<file path="src/hdl/tcw_pkg.sv">
`timescale 1ns / 1ps
// ----------------------------------------------------------------------------
// tcw_pkg
// Shared constants and types of the text console writer: screen geometry,
// control character codes, command codes, the address unit request and the sequencer states.
// ----------------------------------------------------------------------------
package tcw_pkg;

    // Screen geometry
    localparam int C_COLS     = 80;
    localparam int C_ROWS     = 25;
    localparam int C_TAB_STOP = 8;
    localparam int C_CELLS    = C_COLS * C_ROWS;

    // Widths
    localparam int C_COL_W  = 7;
    localparam int C_ROW_W  = 5;
    localparam int C_IDX_W  = 11;
    localparam int C_ADDR_W = $clog2(C_CELLS);
    localparam int C_SUM_W  = C_ADDR_W + 1;
    localparam int C_TAB_W  = $clog2(C_TAB_STOP);
    localparam int C_CELL_W = 16;
    localparam int C_CMD_W  = 2;

    // Command codes
    localparam logic [C_CMD_W-1:0] CMD_PUT   = 2'd0;
    localparam logic [C_CMD_W-1:0] CMD_READ  = 2'd1;
    localparam logic [C_CMD_W-1:0] CMD_CLEAR = 2'd2;

    // Control characters
    localparam logic [7:0] CH_BACKSPACE = 8'd8;
    localparam logic [7:0] CH_TAB       = 8'd9;
    localparam logic [7:0] CH_NEWLINE   = 8'd10;
    localparam logic [7:0] CH_RETURN    = 8'd13;
    localparam logic [7:0] CH_SPACE     = 8'd32;

    // Address unit operations
    typedef enum logic [1:0] {
        ALU_CELL     = 2'd0,  // row base + column
        ALU_ROW_DOWN = 2'd1,  // row base + one row
        ALU_SRC      = 2'd2   // sweep count + one row
    } t_alu_op;

    typedef struct packed {
        t_alu_op               op;
        logic [C_ADDR_W-1:0]   row_base;
        logic [C_COL_W-1:0]    col;
        logic [C_ADDR_W-1:0]   cnt;
    } t_alu_req;

    // Sequencer states
    typedef enum logic [8:0] {
        S_IDLE   = 9'b000000001,
        S_WRITE  = 9'b000000010,
        S_NEXT   = 9'b000000100,
        S_SCROLL = 9'b000001000,
        S_FLUSH  = 9'b000010000,
        S_CLEAR  = 9'b000100000,
        S_READ   = 9'b001000000,
        S_RDATA  = 9'b010000000,
        S_DONE   = 9'b100000000
    } t_state;

endpackage

</file>
<file path="src/hdl/tcw_alu.sv">
`timescale 1ns / 1ps
// ----------------------------------------------------------------------------
// tcw_alu
// Shared address adder. Forms cell addresses, the next row base and the
// source address of the scroll copy, one request per cycle.
// ----------------------------------------------------------------------------
module tcw_alu (
    input  tcw_pkg::t_alu_req             i_req,
    output logic [tcw_pkg::C_SUM_W-1:0]   o_sum
);

    logic [tcw_pkg::C_SUM_W-1:0] w_a;
    logic [tcw_pkg::C_SUM_W-1:0] w_b;

    // Select operands for the requested operation
    always_comb begin
        case (i_req.op)
            tcw_pkg::ALU_CELL: begin
                w_a = tcw_pkg::C_SUM_W'(i_req.row_base);
                w_b = tcw_pkg::C_SUM_W'(i_req.col);
            end
            tcw_pkg::ALU_ROW_DOWN: begin
                w_a = tcw_pkg::C_SUM_W'(i_req.row_base);
                w_b = tcw_pkg::C_SUM_W'(tcw_pkg::C_COLS);
            end
            tcw_pkg::ALU_SRC: begin
                w_a = tcw_pkg::C_SUM_W'(i_req.cnt);
                w_b = tcw_pkg::C_SUM_W'(tcw_pkg::C_COLS);
            end
            default: begin
                w_a = '0;
                w_b = '0;
            end
        endcase
    end

    assign o_sum = w_a + w_b;

endmodule

</file>
<file path="config.mk">
export PLATFORM = sky130hd
export DESIGN_NAME = tcw_alu
export DESIGN_NICKNAME = d
export VERILOG_FILES = /design/src/hdl/tcw_pkg.sv /design/src/hdl/tcw_alu.sv
export SDC_FILE = /design/constraint.sdc
export NUM_CORES = 1
export LEC_CHECK = 0
export BUFFER_PORTS_ARGS = -buffer_cell sky130_fd_sc_hd__buf_2
export CORE_MARGIN = 2
export CORE_UTILIZATION = 50
export DETAILED_ROUTE_END_ITERATION = 7
export PLACE_DENSITY = 0.95
export SLEW_MARGIN = 10
export SYNTH_ARGS = -nofsm -noshare
export SYNTH_HDL_FRONTEND = slang
export SYNTH_SLANG_ARGS = --single-unit
</file>
<file path="constraint.sdc">
create_clock -name vclk -period 6.96
set_input_delay 1.044 -clock vclk [all_inputs]
set_output_delay 1.044 -clock vclk [all_outputs]
set_load 0.01 [all_outputs]
</file>
## Word level (Yosys, flattened, before mapping)

Cells that the tools add are included.

| word-level totals | value |
|---|---|
| register bits | 0 |
| output and inout bits | 12 |

| operators by class | value |
|---|---|
| $add $sub $neg | 1 |
| equality and inequality tests | 2 |
| mux-type cells | 2 |
| reductions and logical operators | 3 |

Operators with widths:

| cell | number |
|---|---|
| 11-bit case mux with 2 select lines | 1 |
| 7-bit case mux with 2 select lines | 1 |
| 12-bit adder | 1 |
| 2-bit OR reduction | 2 |
| 2-bit by 1-bit == test with 1-bit output, second input constant | 1 |
| 2-bit == test, second input constant | 1 |
| 2-bit zero test | 1 |

## Depth between registers and ports, before layout

Gate-level depths: netlist of the first run.

| depth | value |
|---|---|
| depth in word-level cells | 4 |
| mapped depth | 15 |
| gate-level depth less buffers | 13 |

## Worst setup path before layout of the first run

OpenSTA, ideal clock, no wires.

| timing path | value |
|---|---|
| path kind | input -> output |
| start | input port i_req[29] in the netlist's numbering |
| end | output port o_sum[8] in the netlist's numbering |
| arrival time | 3.309 ns |
| required time | 5.916 ns |
| slack | 2.607 ns |
| stages on the path | 15 |
| path buffers | 2 |
| cells stage by stage | inv_1 -> ha_1 -> buf_6 -> or2_1 -> buf_6 -> a22oi_1 -> nor2_1 -> ha_1 -> inv_1 -> fa_1 -> nor2b_1 -> o31a_4 -> o41ai_4 -> or2b_1 -> xnor2_1 |

| on the way | value |
|---|---|
| word-level cells in the longest chain between the ends | 4 |

Ends and longest elaborated chain:

| what | RTL line | source |
|---|---|---|
| start: declaration | tcw_alu.sv:8 | `input tcw_pkg::t_alu_req i_req,` |
| 2-bit by 1-bit == test with 1-bit output, or another cell as far along | tcw_alu.sv:17 | `case (i_req.op)` |
| 2-bit OR reduction (no source line) | - |  |
| 11-bit case mux with 2 select lines / 7-bit case mux with 2 select lines (equally long branches) | tcw_alu.sv:17 |  |
| 12-bit adder * | tcw_alu.sv:37 | `assign o_sum = w_a + w_b;` |
| end: declaration | tcw_alu.sv:9 | `output logic [tcw_pkg::C_SUM_W-1:0] o_sum` |

Every way passes the cells marked *; elsewhere a longest branch is shown, timed or not.

## Worst setup path after layout of the first run

Ends and elaborated chain as after synthesis.

==> impl_metrics.ini, run 1 <==
[outcome]
outcome = complete, no violations

[floorplanning]
vertical_extent_of_the_die_um = 41.3
fp.dieArea_um2 = 1710
initial_core_util = 0.536
std_cell_rows = 13
ioPinCount = 43
placeableCoreArea_um2 = 1300
die_width_um = 41.3

[power_and_ir_drop]
swShare = 0.523
net-switching-power_uw = 34.7
total_leakage_power_uw = 0.000497
pwr-share-seq = 0
clock_power_share = 0
internal-power_uw = 31.7
p_comb_frac = 1.000
power_per_cell_area_nw_per_um2 = 74.9
irDropWorstVdd_mv = 0.0459

[setup_path]
critical_path_s_top_delay_family = adder cells
timing.critical_path.fanout_max = 10
critical_path_required_time_ps = 5920
cp-end-kind = output pin
crit_type = input port to output pin
crit_path_top_delay_cell = sky130_fd_sc_hd__fa_1
worstPathBufferInverterCount = 4
critical_path.cell_chain = buf_2 > inv_1 > ha_1 > or2_1 > a22oi_1 > nor2_1 > ha_1 > inv_1 > fa_1 > nor2b_1 > o31a_4 > o41ai_4 > or2b_1 > xnor2_1 > buf_2
arrival_ps = 3830
critical_path.max_stage_delay_ps = 390
critPathLaunchType = input port

[clocking]
postCtsResizedCells = 0
postCtsSetupRepairBufs = 0
post_cts_hold_buffer_count = 0

[routing]
vias_per_cell = 5.31
initialDrtViolationCount = 10
drt_wl_total_um = 1720
vias = 791
route.top_layer_used = met3
drtPass1Iterations = 4
drc = 0
avgRoutedWirePerCell_um = 11.5
met3_wirelength_um = 115
route.met2.wl_um = 866
count_of_nets_left_with_antenna_violations_after_detail_routing = 0
met1Wirelength_um = 733

[global_route]
grt_use_total = 0.233
first_global_vias = 780
global_route_wire_length_before_repair_um = 2810
grt-ovfl-total = 0
antenna_violations_before_repair = 0
pin_count_of_the_biggest_net_entering_global_routing = 14

[sta]
final.setup.tns_ps = 0
worstMarginPinSlew_ps = 501
fmax_ghz = 0.205
timing_hold_violations_final = 0
fin_ws_ps = 2090
layout_worst_path_cycle_share = 0.700
report.final.slew_viol_count = 0
period_needed_ps = 4870
remaining_max_slew_budget_at_the_tightest_pin = 0.666
finalSetupViolations = 0
grt_setup_unrepaired = no

[synth]
netlist_top_cells_area = sky130_fd_sc_hd__ha_1 (20%), sky130_fd_sc_hd__nor2_1 (9.2%), sky130_fd_sc_hd__a22oi_1 (7.5%)
synth_warnings = 0
post_synth_inst_count = 95
synthesis.area_um2 = 697
syn-mean-instance-area_um2 = 7.34
mappedNetlistNets = 138
yosysTopAreaCellShare = 0.197
yosys.area.top_type = sky130_fd_sc_hd__ha_1
seq_area_frac_synth = 0
netlist-cell-type-count = 28

[layout]
antenna_cells_inserted = 0
final_layout_size_suffix_gt1_frac = 0.403
finish.cell_count_without_fillers = 149
n_sequential_cell = 0
clock_buffers = 0
layout_common_cells = sky130_fd_sc_hd__buf_2 (43), sky130_fd_sc_hd__nor2_1 (17), sky130_fd_sc_hd__ha_1 (11)
layout_commonest_cell = sky130_fd_sc_hd__buf_2
layout.core_utilization = 0.682
final-seq-area_um2 = 0
final_layout_fill_cell_count = 120
syn2layout_area_growth_pct = 27.3
design.final.nets = 179
final_design_area_no_fill_um2 = 887

[placed_design]
placed_cell_area_um2 = 887
preCtsSetupSlack_ps = 2140
place.detailed.instances = 149
gpl.final_weighted_congestion = 0.830
place.detailed.hpwl_um = 1500
numPortBuffers = 43

[min_path]
hold_path_class = input port to output pin

[job]
maxCapViolCount = 0
-- cell usage after synthesis (2+ instances only) --
| master | count |
|---|---|
| sky130_fd_sc_hd__a211oi_1 | 2 |
| sky130_fd_sc_hd__nor2_1 | 17 |
| sky130_fd_sc_hd__o21a_1 | 3 |
| sky130_fd_sc_hd__xnor2_1 | 5 |
| sky130_fd_sc_hd__xor2_1 | 2 |
| sky130_fd_sc_hd__ha_1 | 11 |
| sky130_fd_sc_hd__buf_6 | 2 |
| sky130_fd_sc_hd__a22oi_1 | 7 |
| sky130_fd_sc_hd__o21ai_0 | 5 |
| sky130_fd_sc_hd__inv_1 | 6 |
| sky130_fd_sc_hd__nand2_1 | 9 |
| sky130_fd_sc_hd__and2_2 | 4 |
| sky130_fd_sc_hd__a21oi_1 | 7 |
-- area by class of cell --
cell class / count / area, um2 / area share
multi-input cells: 85 / 631 / 0.711
repair buffers: 43 / 215 / 0.243
inverters: 6 / 22.5 / 0.0254
well taps: 15 / 18.8 / 0.0212
-- layer usage --
| metal | vias to the layer above | track usage |
|---|---|---|
| met4 | 0 | 0.0242 |
| met5 | - | 0 |
| met2 | 30 | 0.500 |
| li1 | 407 | - |
| met3 | 0 | 0.0106 |
| met1 | 354 | 0.248 |
-- stage by stage --
step	power, uW	hold slack [ps]
floorplan	46.0	2350
global placement	64.8	2530
detailed placement	66.2	2520
CTS	66.6	2530
global route	74.9	2560
finish	66.4	2530
-- power groups by stage --
stage,sequential [uW],clock (uW),combinational [uW]
6_report,0,0,66.4
5_1_grt,0,0,74.9
4_1_cts,0,0,66.6
3_5_place_dp,0,0,66.2
3_3_place_gp,0,0,64.8
2_1_floorplan,0,0,46.0
-- cells by family after synthesis --
logic type | Yosys count | share of synthesized area
buffers and inverters | 10 | 0.0951
XOR/XNOR | 7 | 0.0880
AO/OA/AOI/OAI | 29 | 0.329
adder cells (fa/ha/maj) | 12 | 0.226
AND/OR/NAND/NOR | 37 | 0.262
-- final timing paths --
check,from,endpoint,slack (ps),cells after the start
worst max-delay path,i_req[29],o_sum[8],2090,15
worst min-delay path,i_req[11],o_sum[0],2530,4
Note: power is estimated with default switching activity, not from simulation.
==> run 2, diff against run 1 <==
Settings changed: CORE_UTILIZATION 50 to 42, PLACE_DENSITY 0.95 to 0.87.
Clock period 6.96 ns to 4.45 ns, I/O delays scaled along.
==> run 2 against run 1 <==
Net effect: utilization shrank 9.4 points; design area grew 0.99%; combinational power grew 60%; critical path type unchanged; sequential share of layout area is the same; final cell count grew 1.3%; hold slack lost 760 ps; sequential cell count is the same; critical path depth is the same; total power grew 59%; largest cell class unchanged; non-clock buffer count grew 1; clock-buffer cell count is the same; first-iteration DRC count shrank 20%.
==> impl_metrics.ini, run 2 (synthesis results as in run 1) <==
[clocking]
postCtsSetupRepairBufs = 0
postCtsResizedCells = 0
post_cts_hold_buffer_count = 0

[global_route]
antenna_violations_before_repair = 0
pin_count_of_the_biggest_net_entering_global_routing = 14
global_route_wire_length_before_repair_um = 3190
grt_use_total = 0.206
first_global_vias = 772
grt-ovfl-total = 0

[power_and_ir_drop]
power_per_cell_area_nw_per_um2 = 118
total_leakage_power_uw = 0.000502
irDropWorstVdd_mv = 0.0571

[setup_path]
critical_path_required_time_ps = 3780
timing.critical_path.fanout_max = 9
arrival_ps = 3320
cp-end-kind = output pin
timing.critical_path.from = i_req[30]
crit_type = input port to output pin
setup.worst_path.end = o_sum[8]
critPathLaunchType = input port

[layout]
clock_buffers = 0
layout_common_cells = sky130_fd_sc_hd__buf_2 (43), sky130_fd_sc_hd__nor2_1 (17), sky130_fd_sc_hd__ha_1 (11)
syn2layout_area_growth_pct = 28.5
antenna_cells_inserted = 0
n_sequential_cell = 0
multi_input_comb_area_um2 = 631
final_layout_size_suffix_gt1_frac = 0.407
final-seq-area_um2 = 0
layout_commonest_cell = sky130_fd_sc_hd__buf_2
final_layout_fill_cell_count = 162
design.final.nets = 180

[sta]
grt_setup_unrepaired = no
remaining_max_slew_budget_at_the_tightest_pin = 0.649
timing_hold_violations_final = 0
report.final.slew_viol_count = 0
worstMarginPinSlew_ps = 526
layout_worst_path_cycle_share = 0.895
finalSetupViolations = 0
fin_ws_ps = 466
fmax_ghz = 0.251
period_needed_ps = 3980
timing.hold.ws_ps = 1770
final.setup.tns_ps = 0

[routing]
drt_wl_total_um = 1860
vias_per_cell = 5.28
drc = 0
avgRoutedWirePerCell_um = 12.3
drtPass1Iterations = 4
vias = 797
count_of_nets_left_with_antenna_violations_after_detail_routing = 0
initialDrtViolationCount = 8

[placed_design]
place.detailed.hpwl_um = 1590
preCtsSetupSlack_ps = 482
gpl.final_weighted_congestion = 0.798
numPortBuffers = 43

[min_path]
hold_path_class = input port to output pin

[floorplanning]
die_width_um = 44.7
std_cell_rows = 14
fp.dieArea_um2 = 2000
ioPinCount = 43
vertical_extent_of_the_die_um = 44.7
placeableCoreArea_um2 = 1520
initial_core_util = 0.457

[outcome]
outcome = complete, no violations

[job]
maxCapViolCount = 0
==> run 2: cell count changes in the layout (fill, tap and decap cells not counted), sizes merged <==
cell | previous run | this run
buf | 43 | 44
==> run 2: per-layer routing <==
metal | vias up | part of all wire | global-route usage
li1 | 410 | - | -
met1 | 362 | 0.43 | 0.245
met2 | 25 | 0.53 | 0.420
met3 | 0 | 0.039 | 0.00400
met4 | 0 | 0 | 0.0121
met5 | - | 0 | 0
==> run 2: layout make-up <==
class,instances,share of cell area
inverter,6,0.0251
multi-input combinational,85,0.704
tap,16,0.0223
timing repair buffer,44,0.249
==> run 2: stage by stage <==
step | instance area, um2 | std cells | power, uW | utilization
final | 896 | 151 | 106 | 0.588
after global routing | 896 | 151 | 118 | 0.588
after CTS | 896 | 151 | 106 | 0.588
after detailed placement | 896 | 151 | 106 | 0.588
after global placement | 896 | 151 | 102 | 0.588
after floorplan | 697 | 95 | 71.9 | -
==> run 2: critical path, stage by stage <==
cell and delay (ps):
sky130_fd_sc_hd__buf_2 120, sky130_fd_sc_hd__inv_1 70, sky130_fd_sc_hd__ha_1 220, sky130_fd_sc_hd__or2_1 320
sky130_fd_sc_hd__a22oi_1 110, sky130_fd_sc_hd__nor2_1 120, sky130_fd_sc_hd__ha_1 210, sky130_fd_sc_hd__inv_1 60
sky130_fd_sc_hd__fa_1 390, sky130_fd_sc_hd__nor2b_1 210, sky130_fd_sc_hd__o31a_4 180, sky130_fd_sc_hd__o41ai_4 70
sky130_fd_sc_hd__or2b_1 250, sky130_fd_sc_hd__xnor2_1 160, sky130_fd_sc_hd__buf_2 160
==> run 2: worst min path at each step <==
stage	from	to	slack (ps)	cells after the start
floorplan	i_req[28]	o_sum[11]	1600	2
global placement	i_req[11]	o_sum[0]	1760	4
detailed placement	i_req[11]	o_sum[0]	1760	4
CTS	i_req[11]	o_sum[0]	1770	4
global route	i_req[11]	o_sum[0]	1790	4
finish	i_req[11]	o_sum[0]	1770	4
==> run 2: where the power goes <==
part	switching, uW	leakage [uW]	internal [uW]
Sequential	0	0	0
Combinational	55.6	0.000502	50.1
Clock	0	0	0
==> run 3, diff against run 2 <==
Settings changed: GPL_TIMING_DRIVEN set to 0.
==> run 3 against run 2 <==
Net effect: clock-buffer cell count is the same; design area grew 4.1%; via count grew 3.0%; non-clock buffer count grew 3; worst setup slack lost 65 ps; first-iteration DRC count grew to 2.5 times the previous value; global-route usage shrank 0.50 points; final cell count grew 2.0%; critical path depth grew 2; wire length shrank 1.9%; total power grew 3.0%; hold slack lost 2.5 ps; critical path type unchanged; critical endpoint unchanged; highest routed layer is now met4.
==> impl_metrics.ini, run 3 (synthesis results as in run 1) <==
[outcome]
outcome = complete, no violations

[sta]
worstMarginPinSlew_ps = 492
remaining_max_slew_budget_at_the_tightest_pin = 0.669
timing_hold_violations_final = 0
finalSetupViolations = 0
period_needed_ps = 4050
layout_worst_path_cycle_share = 0.910
final.setup.tns_ps = 0
report.final.slew_viol_count = 0
grt_setup_unrepaired = no
fmax_ghz = 0.247

[global_route]
grt-ovfl-total = 0
global_route_wire_length_before_repair_um = 3150
antenna_violations_before_repair = 0
first_global_vias = 769
pin_count_of_the_biggest_net_entering_global_routing = 11
grt_use_total = 0.201

[power_and_ir_drop]
total_leakage_power_uw = 0.000521
power_per_cell_area_nw_per_um2 = 117
post-layout-total-power_uw = 109
irDropWorstVdd_mv = 0.0579

[routing]
initialDrtViolationCount = 20
avgRoutedWirePerCell_um = 11.9
drtPass1Iterations = 4
count_of_nets_left_with_antenna_violations_after_detail_routing = 0
vias_per_cell = 5.33
drt_wl_total_um = 1830
vias = 821
drc = 0

[clocking]
postCtsResizedCells = 0
postCtsSetupRepairBufs = 0
post_cts_hold_buffer_count = 0

[floorplanning]
fp.dieArea_um2 = 2000
ioPinCount = 43
std_cell_rows = 14
die_width_um = 44.7
placeableCoreArea_um2 = 1520
initial_core_util = 0.457
vertical_extent_of_the_die_um = 44.7

[layout]
layout_common_cells = sky130_fd_sc_hd__buf_2 (43), sky130_fd_sc_hd__nor2_1 (17), sky130_fd_sc_hd__ha_1 (11)
antenna_cells_inserted = 0
final_layout_fill_cell_count = 151
layout_commonest_cell = sky130_fd_sc_hd__buf_2
final_layout_size_suffix_gt1_frac = 0.420
layout.core_utilization = 0.612
final-seq-area_um2 = 0
final_design_area_no_fill_um2 = 932
design.final.nets = 183
n_sequential_cell = 0
syn2layout_area_growth_pct = 33.8
clock_buffers = 0

[setup_path]
arrival_ps = 3380
cp-end-kind = output pin
critPathLaunchType = input port
critical_path_required_time_ps = 3780
timing.critical_path.fanout_max = 10
crit_type = input port to output pin

[placed_design]
gpl.final_weighted_congestion = 0.839
place.detailed.hpwl_um = 1580
numPortBuffers = 43
placed_cell_area_um2 = 932

[job]
maxCapViolCount = 0

[min_path]
hold_path_class = input port to output pin
## run 3: cell types whose count changed in the layout (fill, tap and decap cells not counted)
cell,before,now
sky130_fd_sc_hd__buf_6,0,2
sky130_fd_sc_hd__clkbuf_8,0,1
## run 3: area by class of cell
cell class	instances	area, um2	area share
timing repair buffer	43	215	0.231
buffer	4	43.8	0.0470
inverter	6	22.5	0.0242
tap	16	20.0	0.0215
multi-input combinational	85	631	0.677
## run 3: worst max-delay path, cell delays in order
cell and delay (ps):
sky130_fd_sc_hd__buf_2 110, sky130_fd_sc_hd__inv_1 60, sky130_fd_sc_hd__ha_1 200, sky130_fd_sc_hd__buf_6 140, sky130_fd_sc_hd__or2_1 230, sky130_fd_sc_hd__buf_6 140
sky130_fd_sc_hd__a22oi_1 160, sky130_fd_sc_hd__nor2_1 60, sky130_fd_sc_hd__ha_1 230, sky130_fd_sc_hd__inv_1 80, sky130_fd_sc_hd__fa_1 200, sky130_fd_sc_hd__nor2b_1 70
sky130_fd_sc_hd__o31a_4 300, sky130_fd_sc_hd__o41ai_4 250, sky130_fd_sc_hd__or2b_1 170, sky130_fd_sc_hd__xnor2_1 130, sky130_fd_sc_hd__buf_2 160
## run 3: metal layers
layer  up-vias  wire (um)  global-route usage
met5         -          0                   0
met4         0         12             0.00606
met3         2         83             0.00400
met2        25        973               0.406
met1       378        756               0.245
li1        416          -                   -
## run 3: path summary, 6_finish.rpt
check	startpoint	cells after the start	slack, ps	end
worst max-delay path	i_req[30]	17	400	o_sum[8]
worst min-delay path	i_req[11]	4	1770	o_sum[0]
## run 3: per-stage QoR
stage / cells / hold WS, ps / setup WS (ps)
2_1_floorplan: 95 / 1600 / 850
3_3_place_gp: 154 / 1750 / 511
3_5_place_dp: 154 / 1770 / 390
4_1_cts: 154 / 1780 / 382
5_1_grt: 154 / 1800 / 177
6_report: 154 / 1770 / 401
## run 3: report_power, final
group	switching (uW)	total (uW)	internal, uW	leakage, uW
combinational	55.8	109	53.0	0.000521
clock	0	0	0	0
sequential	0	0	0	0
